==> src/design/bmfns_pkg.sv <==
package bmfns_pkg;

   // search pointer and offset widths (fixed by the 11-bit position)
   localparam int PtrWidth = 6;
   localparam int OffWidth = 6;
   localparam int PosWidth = 11;

   // item opcodes
   localparam logic OP_WRITE = 1'b0;
   localparam logic OP_FIND  = 1'b1;

   // lane masks for the lowest-bit encoder
   localparam logic [63:0] MaskLo32 = 64'h0000_0000_ffff_ffff;
   localparam logic [63:0] MaskLo16 = 64'h0000_ffff_0000_ffff;
   localparam logic [63:0] MaskLo8  = 64'h00ff_00ff_00ff_00ff;
   localparam logic [63:0] MaskLo4  = 64'h0f0f_0f0f_0f0f_0f0f;
   localparam logic [63:0] MaskLo2  = 64'h3333_3333_3333_3333;
   localparam logic [63:0] MaskLo1  = 64'h5555_5555_5555_5555;

   // controller to datapath
   typedef struct packed {
      logic clear_en;
      logic load_find;
      logic write_en;
      logic advance;
      logic save_result;
      logic emit;
   } bmfns_cmd_type;

   // datapath to controller
   typedef struct packed {
      logic clear_last;
      logic cur_valid;
      logic word_nonzero;
      logic out_free;
   } bmfns_sts_type;

   // position of the lowest set bit of a nonzero word
   function automatic logic [5:0] low_bit_pos(input logic [63:0] v);
      logic [63:0] one;
      logic [5:0]  pos;
      one = v & (~v + 64'd1);
      pos = 6'd63;
      if (|(one & MaskLo32)) pos = pos - 6'd32;
      if (|(one & MaskLo16)) pos = pos - 6'd16;
      if (|(one & MaskLo8))  pos = pos - 6'd8;
      if (|(one & MaskLo4))  pos = pos - 6'd4;
      if (|(one & MaskLo2))  pos = pos - 6'd2;
      if (|(one & MaskLo1))  pos = pos - 6'd1;
      return pos;
   endfunction

endpackage

==> src/design/bmfns_ctrl.sv <==
module bmfns_ctrl
   import bmfns_pkg::*;
(
   input  logic          clock,
   input  logic          reset,
   input  logic          req_valid,
   input  logic          req_opcode,
   output logic          req_stall,
   input  bmfns_sts_type sts,
   output bmfns_cmd_type cmd
);

   localparam logic [1:0] ST_CLEAR = 2'd0;
   localparam logic [1:0] ST_IDLE  = 2'd1;
   localparam logic [1:0] ST_SCAN  = 2'd2;
   localparam logic [1:0] ST_EMIT  = 2'd3;

   logic [1:0] state_ff;
   logic [1:0] state_in;

   // accept words only when idle
   assign req_stall = (state_ff != ST_IDLE);

   // next state and commands
   always_comb begin
      state_in = state_ff;
      cmd      = '0;
      unique case (state_ff)
         ST_CLEAR: begin
            cmd.clear_en = 1'b1;
            if (sts.clear_last) state_in = ST_IDLE;
         end
         ST_IDLE: begin
            if (req_valid) begin
               if (req_opcode == OP_FIND) begin
                  cmd.load_find = 1'b1;
                  state_in      = ST_SCAN;
               end else begin
                  cmd.write_en = 1'b1;
               end
            end
         end
         ST_SCAN: begin
            if (!sts.cur_valid || sts.word_nonzero) begin
               cmd.save_result = 1'b1;
               state_in        = ST_EMIT;
            end else begin
               cmd.advance = 1'b1;
            end
         end
         ST_EMIT: begin
            if (sts.out_free) begin
               cmd.emit = 1'b1;
               state_in = ST_IDLE;
            end
         end
         default: state_in = ST_IDLE;
      endcase
   end

   always_ff @(posedge clock) begin
      if (reset) begin
         state_ff <= ST_CLEAR;
      end else begin
         state_ff <= state_in;
      end
   end

   // no word may enter while the mask is being cleared
   a_no_accept_in_clear: assert property (@(posedge clock) disable iff (reset)
      (state_ff == ST_CLEAR) |-> req_stall)
      else $error("word accepted during clear pass");

   // skip only an empty word inside the search range
   a_advance_empty: assert property (@(posedge clock) disable iff (reset)
      cmd.advance |-> (sts.cur_valid && !sts.word_nonzero))
      else $error("skipped a word that holds a hit");

   // a finished search always goes on to emit
   a_save_then_emit: assert property (@(posedge clock) disable iff (reset)
      cmd.save_result |=> (state_ff == ST_EMIT))
      else $error("search result not emitted");

   // never overwrite a result still waiting on the output
   a_emit_free: assert property (@(posedge clock) disable iff (reset)
      cmd.emit |-> sts.out_free)
      else $error("output register overwritten");

endmodule

==> src/design/bmfns_dpath.sv <==
module bmfns_dpath
   import bmfns_pkg::*;
#(
   parameter int MASK_WORDS = 16
)
(
   input  logic                clock,
   input  logic                reset,
   input  bmfns_cmd_type       cmd,
   output bmfns_sts_type       sts,
   input  logic [3:0]          req_word_index,
   input  logic [63:0]         req_word_data,
   input  logic [PosWidth-1:0] req_start_bit,
   input  logic                csr_valid,
   input  logic [PosWidth-1:0] csr_bits_in_use,
   output logic                rsp_valid,
   input  logic                rsp_stall,
   output logic [PosWidth-1:0] rsp_found_position,
   output logic                rsp_found
);

   localparam int AW  = (MASK_WORDS > 1) ? $clog2(MASK_WORDS) : 1;
   localparam int Cap = MASK_WORDS * 64;

   logic [63:0]         mem [MASK_WORDS];
   logic [63:0]         rd_data_ff;
   logic [AW-1:0]       rd_addr;
   logic [AW-1:0]       wr_addr;
   logic [63:0]         wr_data;
   logic                wr_en;
   logic [AW-1:0]       clr_ff;
   logic [PosWidth-1:0] limit_ff;
   logic [PtrWidth-1:0] ptr_ff;
   logic [PtrWidth-1:0] ptr_in;
   logic [OffWidth-1:0] off_ff;
   logic [OffWidth-1:0] off_in;
   logic [31:0]         widx_wide;
   logic [31:0]         ptr_wide;
   logic [31:0]         start_word_wide;
   logic [31:0]         next_ptr_wide;
   logic [63:0]         masked;
   logic [PtrWidth+5:0] hit_pos;
   logic                hit_in_range;
   logic                res_found_ff;
   logic [PosWidth-1:0] res_pos_ff;
   logic                rsp_valid_ff;
   logic                rsp_found_ff;
   logic [PosWidth-1:0] rsp_pos_ff;

   // size register, saturated to the storage
   always_ff @(posedge clock) begin
      if (reset) begin
         limit_ff <= '0;
      end else if (csr_valid) begin
         if (32'(csr_bits_in_use) > Cap) limit_ff <= PosWidth'(Cap);
         else limit_ff <= csr_bits_in_use;
      end
   end

   // write port: clear pass or word store
   assign widx_wide = 32'(req_word_index);
   always_comb begin
      if (cmd.clear_en) begin
         wr_en   = 1'b1;
         wr_addr = clr_ff;
         wr_data = '0;
      end else begin
         wr_en   = cmd.write_en && (widx_wide < MASK_WORDS);
         wr_addr = widx_wide[AW-1:0];
         wr_data = req_word_data;
      end
   end

   // clear counter
   always_ff @(posedge clock) begin
      if (reset) begin
         clr_ff <= '0;
      end else if (cmd.clear_en) begin
         clr_ff <= clr_ff + AW'(1);
      end
   end
   assign sts.clear_last = (32'(clr_ff) == MASK_WORDS - 1);

   // read port: start word on load, otherwise prefetch the next word
   assign start_word_wide = 32'(req_start_bit[PosWidth-1:OffWidth]);
   assign next_ptr_wide   = 32'(ptr_ff) + 32'd1;
   assign rd_addr = cmd.load_find ? start_word_wide[AW-1:0] : next_ptr_wide[AW-1:0];

   always_ff @(posedge clock) begin
      if (wr_en) mem[wr_addr] <= wr_data;
      rd_data_ff <= mem[rd_addr];
   end

   // search pointer
   always_comb begin
      ptr_in = ptr_ff;
      off_in = off_ff;
      if (cmd.load_find) begin
         ptr_in = PtrWidth'(req_start_bit[PosWidth-1:OffWidth]);
         off_in = req_start_bit[OffWidth-1:0];
      end else if (cmd.advance) begin
         ptr_in = ptr_ff + PtrWidth'(1);
         off_in = '0;
      end
   end

   always_ff @(posedge clock) begin
      ptr_ff <= ptr_in;
      off_ff <= off_in;
   end

   // examine current word
   assign ptr_wide      = 32'(ptr_ff);
   assign sts.cur_valid = (ptr_wide < MASK_WORDS) &&
                          ({ptr_ff, off_ff} < {1'b0, limit_ff});
   assign masked           = rd_data_ff & ({64{1'b1}} << off_ff);
   assign sts.word_nonzero = |masked;
   assign hit_pos          = {ptr_ff, low_bit_pos(masked)};
   assign hit_in_range     = hit_pos < {1'b0, limit_ff};

   // hold the search outcome
   always_ff @(posedge clock) begin
      if (cmd.save_result) begin
         res_found_ff <= sts.cur_valid && sts.word_nonzero && hit_in_range;
         if (sts.cur_valid && sts.word_nonzero && hit_in_range) begin
            res_pos_ff <= hit_pos[PosWidth-1:0];
         end else begin
            res_pos_ff <= limit_ff;
         end
      end
   end

   // output register
   assign sts.out_free = !rsp_valid_ff || !rsp_stall;

   always_ff @(posedge clock) begin
      if (reset) begin
         rsp_valid_ff <= 1'b0;
      end else if (cmd.emit) begin
         rsp_valid_ff <= 1'b1;
      end else if (!rsp_stall) begin
         rsp_valid_ff <= 1'b0;
      end
   end

   always_ff @(posedge clock) begin
      if (cmd.emit) begin
         rsp_found_ff <= res_found_ff;
         rsp_pos_ff   <= res_pos_ff;
      end
   end

   assign rsp_valid          = rsp_valid_ff;
   assign rsp_found          = rsp_found_ff;
   assign rsp_found_position = rsp_pos_ff;

endmodule

==> src/design/bitmask_find_next_set_unit.sv <==
// channel  | direction | handshake           | payload
// req_     | in        | req_valid/req_stall | opcode, word_index, word_data, start_bit
// rsp_     | out       | rsp_valid/rsp_stall | found_position, found
// csr_     | in        | csr_valid/csr_ready | bits_in_use
//
// A write word is stored when it is accepted. A find scans the mask words in order,
// one mask word per cycle from the registered memory port, until it meets a set bit or
// runs past the last word or the size; its result then waits while an earlier result
// still sits in the output register.
// After reset a clearing pass zeroes the mask word by word; req_stall is high meanwhile.
// The result sits in an output register; a new word is taken while it waits on rsp_stall.
// csr_ready is always high; size writes saturate to MASK_WORDS*64.
module bitmask_find_next_set_unit
   import bmfns_pkg::*;
#(
   parameter int MASK_WORDS = 16
)
(
   input  logic                clock,
   input  logic                reset,
   input  logic                req_valid,
   output logic                req_stall,
   input  logic                req_opcode,
   input  logic [3:0]          req_word_index,
   input  logic [63:0]         req_word_data,
   input  logic [PosWidth-1:0] req_start_bit,
   output logic                rsp_valid,
   input  logic                rsp_stall,
   output logic [PosWidth-1:0] rsp_found_position,
   output logic                rsp_found,
   input  logic                csr_valid,
   output logic                csr_ready,
   input  logic [PosWidth-1:0] csr_bits_in_use
);

   bmfns_cmd_type cmd;
   bmfns_sts_type sts;

   assign csr_ready = 1'b1;

   bmfns_ctrl u_ctrl (
      .clock      (clock),
      .reset      (reset),
      .req_valid  (req_valid),
      .req_opcode (req_opcode),
      .req_stall  (req_stall),
      .sts        (sts),
      .cmd        (cmd)
   );

   bmfns_dpath #(
      .MASK_WORDS (MASK_WORDS)
   ) u_dpath (
      .clock              (clock),
      .reset              (reset),
      .cmd                (cmd),
      .sts                (sts),
      .req_word_index     (req_word_index),
      .req_word_data      (req_word_data),
      .req_start_bit      (req_start_bit),
      .csr_valid          (csr_valid && csr_ready),
      .csr_bits_in_use    (csr_bits_in_use),
      .rsp_valid          (rsp_valid),
      .rsp_stall          (rsp_stall),
      .rsp_found_position (rsp_found_position),
      .rsp_found          (rsp_found)
   );

endmodule

==> config.mk <==
export PLATFORM = sky130hd
export DESIGN_NAME = bitmask_find_next_set_unit
export DESIGN_NICKNAME = d
export VERILOG_FILES = /design/src/design/bmfns_pkg.sv /design/src/design/bmfns_ctrl.sv /design/src/design/bmfns_dpath.sv /design/src/design/bitmask_find_next_set_unit.sv
export SDC_FILE = /design/constraint.sdc
export NUM_CORES = 2
export LEC_CHECK = 0
export ABC_AREA = 1
export BUFFER_PORTS_ARGS = -buffer_cell sky130_fd_sc_hd__buf_4
export CELL_PAD_IN_SITES_DETAIL_PLACEMENT = 2
export CELL_PAD_IN_SITES_GLOBAL_PLACEMENT = 2
export CORE_MARGIN = 1.5
export CORE_UTILIZATION = 47
export CTS_CLUSTER_DIAMETER = 150
export DETAILED_ROUTE_END_ITERATION = 8
export PLACE_DENSITY_LB_ADDON = 0.1
export SYNTH_ARGS = -nofsm -noshare
export SYNTH_HDL_FRONTEND = slang
export SYNTH_HIERARCHICAL = 1
export SYNTH_SLANG_ARGS = --single-unit
==> constraint.sdc <==
create_clock -name clock -period 7.34 [get_ports clock]
set_input_delay 0.367 -clock clock [delete_from_list [all_inputs] [get_ports clock]]
set_output_delay 0.367 -clock clock [all_outputs]
set_load 0.01 [all_outputs]
After elaboration in Yosys (flattened, before gate mapping)
Memories as Yosys holds them, arrays and structs flattened. A register that Yosys moved wholly into a read port is not among the register bits.
Cells that the tools add are included.
Word-level totals
  register bits after elaboration: 54
  memory bits (writable): 1024
  input bits: 96
  output and inout port bits: 15
  word-level logic and storage cells: 96
  memories kept: 1
Operators by class
  $add $sub $neg: 9
  order comparisons: 5
  eq/ne operators: 11
  shift operators: 1
  multiplexer cells: 36
  bitwise gates (word level): 3
  reduce and logical (&&, ||, !) cells: 19
Memory list
  u_dpath.mem: words 16, bits a word 64, read ports 1, clocked after memory_dff 1, write ports 1, RTL line bmfns_dpath.sv:25  | logic [63:0] mem [MASK_WORDS];
Operator list (count)
  $reduce_or A32 Y1: 6
  $and A64 B64 Y64: 1
  $mux W64: 1
  $reduce_or A64 Y1: 1
  $shl A64 B6 Y64 const A: 1
  $add A63 B1 Y63 const B: 1
  $and A63 B63 Y63: 1
  $not A63 Y63: 1
  $mux W6: 8
  $lt A12 B11 Y1: 2
  $mux W11: 2
  $mux W2: 8
  $mux W1: 12
  $gt A11 B11 Y1 const B: 1
  $mux W5: 2
  $add A4 B1 Y4 const B: 2
  $mux W4: 2
  $ne A2 B2 Y1 const B: 4
  $pmux W2 S4: 1
  $add A6 B1 Y6 const B: 1
  $lt A6 B5 Y1 const B: 1
  $ne A2 B1 Y1 const B: 3
  $sub A6 B1 Y6 const B: 1
  $sub A6 B2 Y6 const B: 1
  other kinds (13): 20

Longest topological paths before layout
  depth after elaboration: 20
  mapped depth: 28
  depth with buffers taken out: 26

Modules after synthesis
The synthesis kept the hierarchy.
Modules (own cells, without submodules)
  bmfns_dpath: times used 1, cells each 3786, area each 46141.8 um^2, sequential area each 33422.1 um^2
  bmfns_ctrl: times used 1, cells each 39, area each 267.8 um^2, sequential area each 40.0 um^2
  bitmask_find_next_set_unit: times used 1, cells each 2, area each 11.3 um^2, sequential area each 0.0 um^2

Least setup slack after synthesis
Ideal clock, no wire load.
  path kind: reg2reg
  from: register u_ctrl.state_ff[0]
  to: memory u_dpath.mem[0][0] (enable)
  library setup time: 0.487 ns
  arrival: 3.973 ns
  required time: 6.853 ns
  slack: 2.880 ns
  stages on the path, launching flop included: 7
  path buffers: 1
  clock period less this slack: 4.460 ns
  cell sequence: dfxtp_1 -> inv_1 -> ha_1 -> clkbuf_1 -> o21ai_0 -> nand3_1 -> nor2_1
RTL lines
  from (decl): RTL line bmfns_ctrl.sv:18  | logic [1:0] state_ff;
  from (signal assigned): RTL line bmfns_ctrl.sv:65  | state_ff <= state_in;
  to (decl): RTL line bmfns_dpath.sv:25

Worst setup path after layout
  from: register u_dpath.off_ff[4]
  to: register u_dpath.res_pos_ff[0], data pin
Between the ends
  cells in the longest elaborated chain, start to end: 20
  elaborated cells on any way between the ends: 29
  those cells by class: add/sub (6); order compare (2); shift (1); mux (7); bitwise (3); reduce/logical (10)
RTL lines
  from (decl): RTL line bmfns_dpath.sv:35  | logic [OffWidth-1:0] off_ff;
  from (signal assigned): RTL line bmfns_dpath.sv:109  | off_ff <= off_in;
  $shl A64 B6 Y64: RTL line bmfns_dpath.sv:116  | assign masked = rd_data_ff & ({64{1'b1}} << off_ff);
  $and A64 B64 Y64: RTL line bmfns_dpath.sv:116
  $not A63 Y63: RTL line bmfns_pkg.sv:42  | one = v & (~v + 64'd1);
  $add A63 B1 Y63: RTL line bmfns_pkg.sv:42
  $and A63 B63 Y63: RTL line bmfns_pkg.sv:42
  $reduce_or A32 Y1: RTL line bmfns_pkg.sv:44  | if (|(one & MaskLo32)) pos = pos - 6'd32;
  $mux W6: RTL line bmfns_pkg.sv:44
  $sub A6 B5 Y6: RTL line bmfns_pkg.sv:45  | if (|(one & MaskLo16)) pos = pos - 6'd16;
  [4 not listed]
  $mux W6: RTL line bmfns_pkg.sv:47  | if (|(one & MaskLo4)) pos = pos - 6'd4;
  $sub A6 B2 Y6: RTL line bmfns_pkg.sv:48  | if (|(one & MaskLo2)) pos = pos - 6'd2;
  $mux W6: RTL line bmfns_pkg.sv:48
  $sub A6 B1 Y6: RTL line bmfns_pkg.sv:49  | if (|(one & MaskLo1)) pos = pos - 6'd1;
  $mux W6: RTL line bmfns_pkg.sv:49
  $lt A12 B11 Y1: RTL line bmfns_dpath.sv:119  | assign hit_in_range = hit_pos < {1'b0, limit_ff};
  $logic_and A1 B1 Y1: RTL line bmfns_dpath.sv:125  | if (sts.cur_valid && sts.word_nonzero && hit_in_range) begin
  $mux W11 *: RTL line bmfns_dpath.sv:125
  to (signal assigned): RTL line bmfns_dpath.sv:126  | res_pos_ff <= hit_pos[PosWidth-1:0];
  to (signal assigned): RTL line bmfns_dpath.sv:128  | res_pos_ff <= limit_ff;
  to (decl): RTL line bmfns_dpath.sv:45  | logic [PosWidth-1:0] res_pos_ff;
Mark *: on every way between the ends. The rest lies on a longest branch, timed or not.
A chain may end at the register's enable or synchronous reset.

==> flow_summary.yaml <==
logic_synthesis:
  synth-compound-area-share_pct: 12.2
  yosys_register_bits: 1142
  synth_warnings: 6
  post_synth_inst_count: 3827
  netlist_top_cells_area: "sky130_fd_sc_hd__edfxtp_1, sky130_fd_sc_hd__nor2_1, sky130_fd_sc_hd__o21ai_0"
  netlist.area_leader.share_pct: 68.5
  yosys.area.top_type: "sky130_fd_sc_hd__edfxtp_1"
  postSynthAreaPerCell_um2: 12.1
  post_synth_fa_ha_maj_area_fraction_pct: 0.593
  yosys.area_share.xor_xnor_pct: 0.0377
  yosysSeqAreaShare_pct: 72.1
  synth_top_family_by_area: "compound AO/OA/AOI/OAI gates"
  synth.net_count: 3945
  synth-simple-area-share_pct: 11.4
  yosys-mux-area-fraction_pct: 0
  synth.lib_cells_used.distinct: 45
  synth_area_mm2: 0.0464
finish:
  area_delta_synth_final_pct: 13.7
  layout_cells_excl_fill: 5290
  n_fill_cell: 9253
  drive_above_1_share_pct: 10.1
  num-nets-final: 4012
  layout.cell_area.non_filler_mm2: 0.0528
setup_path:
  startpoint: "u_dpath/off_ff[4]$_SDFFCE_PN0P_"
  critPathMaxFanout: 17
  cp.required_ns: 7.82
  timing.critical_path.arrival_ns: 5.51
  crit_type: "register to register"
  rr_startpoint: "u_dpath/off_ff[4]$_SDFFCE_PN0P_"
  timing.critical_path.to_type: "register"
  timing.critical_path.from_type: "register"
timing:
  finalSetupViolCount: 0
  finalClockSkew_ns: 0.0310
  total_negative_setup_slacks_ns: 0
  final_hold_violating_endpoints: 0
  rsz_0062_raised_after_global_routing: "no"
  timing.final.ws_setup_ns: 2.30
  min_period_over_period_pct: 68.6
  maxSlewHeadroom_pct: 2.48
  finalWorstPathRequiredPeriod_ns: 5.04
  clock.fmax_mhz: 198
  report.final.slew_viol_count: 0
  slew_at_the_pin_with_the_worst_max_slew_slack_ns: 1.46
grt:
  grt_pass1_wl_um: 259000
  pin_count_of_the_biggest_net_entering_global_routing: 228
  grt_antenna_before_repair: 8
  grt_remaining_overflow: 0
  via_count_of_the_first_global_routing_pass: 36855
  globalRouteTotalUtil_pct: 35.7
min_path:
  timing.hold.worst.start: "req_opcode"
  timing.hold.worst.class: "input pin to register"
floorplanning:
  rows: 115
  die-width_um: 317
  fp.coreArea_mm2: 0.0981
  start_util_pct: 47.3
  die_extent_in_y_um: 317
  die_area_mm2: 0.101
  io-pin-count: 111
run:
  max_cap_violations: 0
route:
  drt_pre_antenna_iters: 5
  num_vias: 33629
  viasPerCell: 6.36
  remaining_antenna_violation_count_after_routing: 0
  drcViolationCount: 0
  route.detailed.wl_per_inst_um: 33.9
  wl_um: 179000
  drt_iter0_drc: 3531
clocking:
  post-cts-setup-buffer-count: 0
  clk_pin_slew_ns: 0.06
  ctsLongestPathBuffers: 3
  cts_inserted_buffers: 119
  ctsResizeCount: 0
  worst_skew_pair.late_latency_ns: 0.74
  clk_root_buffer_cell: "sky130_fd_sc_hd__clkbuf_16"
  cts_tree: "done"
  clock_sinks: 1142
  h-tree-depth: 3
placed_design:
  placed_area_mm2: 0.0485
  detailed_place_hpwl_um: 102000
  port_buffers: 109
  dp_slack_ns: 2.39
  placedCellCount: 5037
  place_congestion: 0.927
power:
  power_density_cells_mw_per_mm2: 393
  post_layout_power_mw: 20.8
  power.leakage_nw: 18.4
  peakVddDrop_uv: 271
run_status:
  status: "completed"
-- logic make-up after synthesis --
group	after synthesis
AND/OR/NAND/NOR	1297
flip-flops	1142
AO/OA/AOI/OAI	933
adder cells (fa/ha/maj)	22
XOR/XNOR	2
buffers and inverters	430
other	1
-- per-layer routing --
metal / global-route usage (%) / vias up / part of all wire (%)
li1: - / 14150 / -
met1: 44.8 / 17667 / 39
met2: 61.7 / 1408 / 51
met3: 4.90 / 396 / 5.8
met4: 15.3 / 8 / 4.6
met5: 0 / - / 0.027
-- cell usage after synthesis (all sizes together) --
library cell	count
nand2	345
nand4	25
ha	22
clkbuf	208
or3	1
o211a	2
a211oi	8
nand3	141
a31oi	1
o22ai	74
o211ai	74
or3b	1
buf	29
nand3b	2
edfxtp	1059
a21oi	28
a2111oi	1
nor4	5
o2111ai	1
dfxtp	83
o21bai	1
conb	1
or2	2
o31ai	1
a21o	1
a21boi	2
inv	192
xor2	2
nor2	760
o21ai	556
o221ai	183
nor3b	3
clkinv	1
nor3	12
-- state kept, by name (all words and copies together), names as in the netlist, 2 cells and up --
signal                      count
u_ctrl/state_ff                 2
u_dpath/clr_ff                  4
u_dpath/limit_ff               11
u_dpath/mem                  1024
u_dpath/off_ff                  6
u_dpath/ptr_ff                  6
u_dpath/rd_data_ff             64
u_dpath/res_pos_ff             11
u_dpath/rsp_found_position     11
-- worst max-delay path, stage by stage, from the launching register on --
cell                       delay, ns
sky130_fd_sc_hd__edfxtp_1       0.89
sky130_fd_sc_hd__inv_1          0.24
sky130_fd_sc_hd__nand2_1        0.17
sky130_fd_sc_hd__nor2_1         0.05
sky130_fd_sc_hd__nand3_1        0.10
sky130_fd_sc_hd__nand2_1        0.10
sky130_fd_sc_hd__nor2_1         0.33
sky130_fd_sc_hd__nand2_2        0.23
sky130_fd_sc_hd__nor2_4         0.28
sky130_fd_sc_hd__nand4_1        0.26
sky130_fd_sc_hd__nor2_1         0.19
sky130_fd_sc_hd__nand2_1        0.09
sky130_fd_sc_hd__o21ai_1        0.19
sky130_fd_sc_hd__nor2_1         0.10
sky130_fd_sc_hd__nor3b_2        0.17
sky130_fd_sc_hd__nand2_1        0.07
sky130_fd_sc_hd__nor2_1         0.06
sky130_fd_sc_hd__ha_1           0.18
sky130_fd_sc_hd__a21oi_1        0.20
sky130_fd_sc_hd__o211a_1        0.40
sky130_fd_sc_hd__nand2_2        0.24
sky130_fd_sc_hd__nand2_1        0.13
sky130_fd_sc_hd__nand2_1        0.07
-- layout by cell type, fill, tap and decap left out, types with 83 or more instances in the layout --
cell                        netlist  routed
sky130_fd_sc_hd__inv_1          186     183
sky130_fd_sc_hd__clkbuf_16        0     121
sky130_fd_sc_hd__o221ai_1       183     183
sky130_fd_sc_hd__o21ai_0        549     548
sky130_fd_sc_hd__nand2_1        332     330
sky130_fd_sc_hd__dfxtp_1         83      83
sky130_fd_sc_hd__nor2_1         747     729
sky130_fd_sc_hd__buf_4            8     154
sky130_fd_sc_hd__edfxtp_1      1059    1059
sky130_fd_sc_hd__nand3_1        136     136
-- final timing paths --
check	endpoint	slack, ns	cells after the start
worst max-delay path	u_dpath/res_pos_ff[0]$_DFFE_PP_	2.30	22
worst max register to register	u_dpath/res_pos_ff[0]$_DFFE_PP_	2.30	22
worst min register to register	u_dpath/rsp_found$_DFFE_PP_	0.41	0
worst min-delay path	u_ctrl/state_ff[1]$_SDFFE_PP0P_	0.14	6
-- power by group --
part / leakage [nW] / internal (mW) / switching (mW) / total [mW]
clock: 1.93 / 3.59 / 2.72 / 6.31
sequential: 10.5 / 9.04 / 0.686 / 9.72
combinational: 6.02 / 0.945 / 3.78 / 4.72
total: 18.4 / 13.6 / 7.19 / 20.8
-- through the flow --
stage / util, % / hold WS [ns]
after global routing: 53.8 / 0.160
after CTS: 53.7 / 0.0900
final: 53.8 / 0.135
after floorplan: - / 0.400
after detailed placement: 49.5 / 0.408
after global placement: 49.5 / 0.408
-- area by class of cell --
class	count	area, um^2	area share, %
multi-input cells	2255	11400	21.7
clock inverters	68	713	1.35
flip-flops and latches	1142	33500	63.4
inverters	193	743	1.41
repair buffers	183	1510	2.86
clock buffers	160	3270	6.21
well taps	1287	1610	3.05
diodes	2	5.00	0.00949
-- timing repair --
action | in CTS | in global routing
endpoints found under the setup margin | 0 | 0
hold buffers | 22 | 0
hold endpoints to repair | 21 | 0
Note: power is estimated with default switching activity, not from simulation.
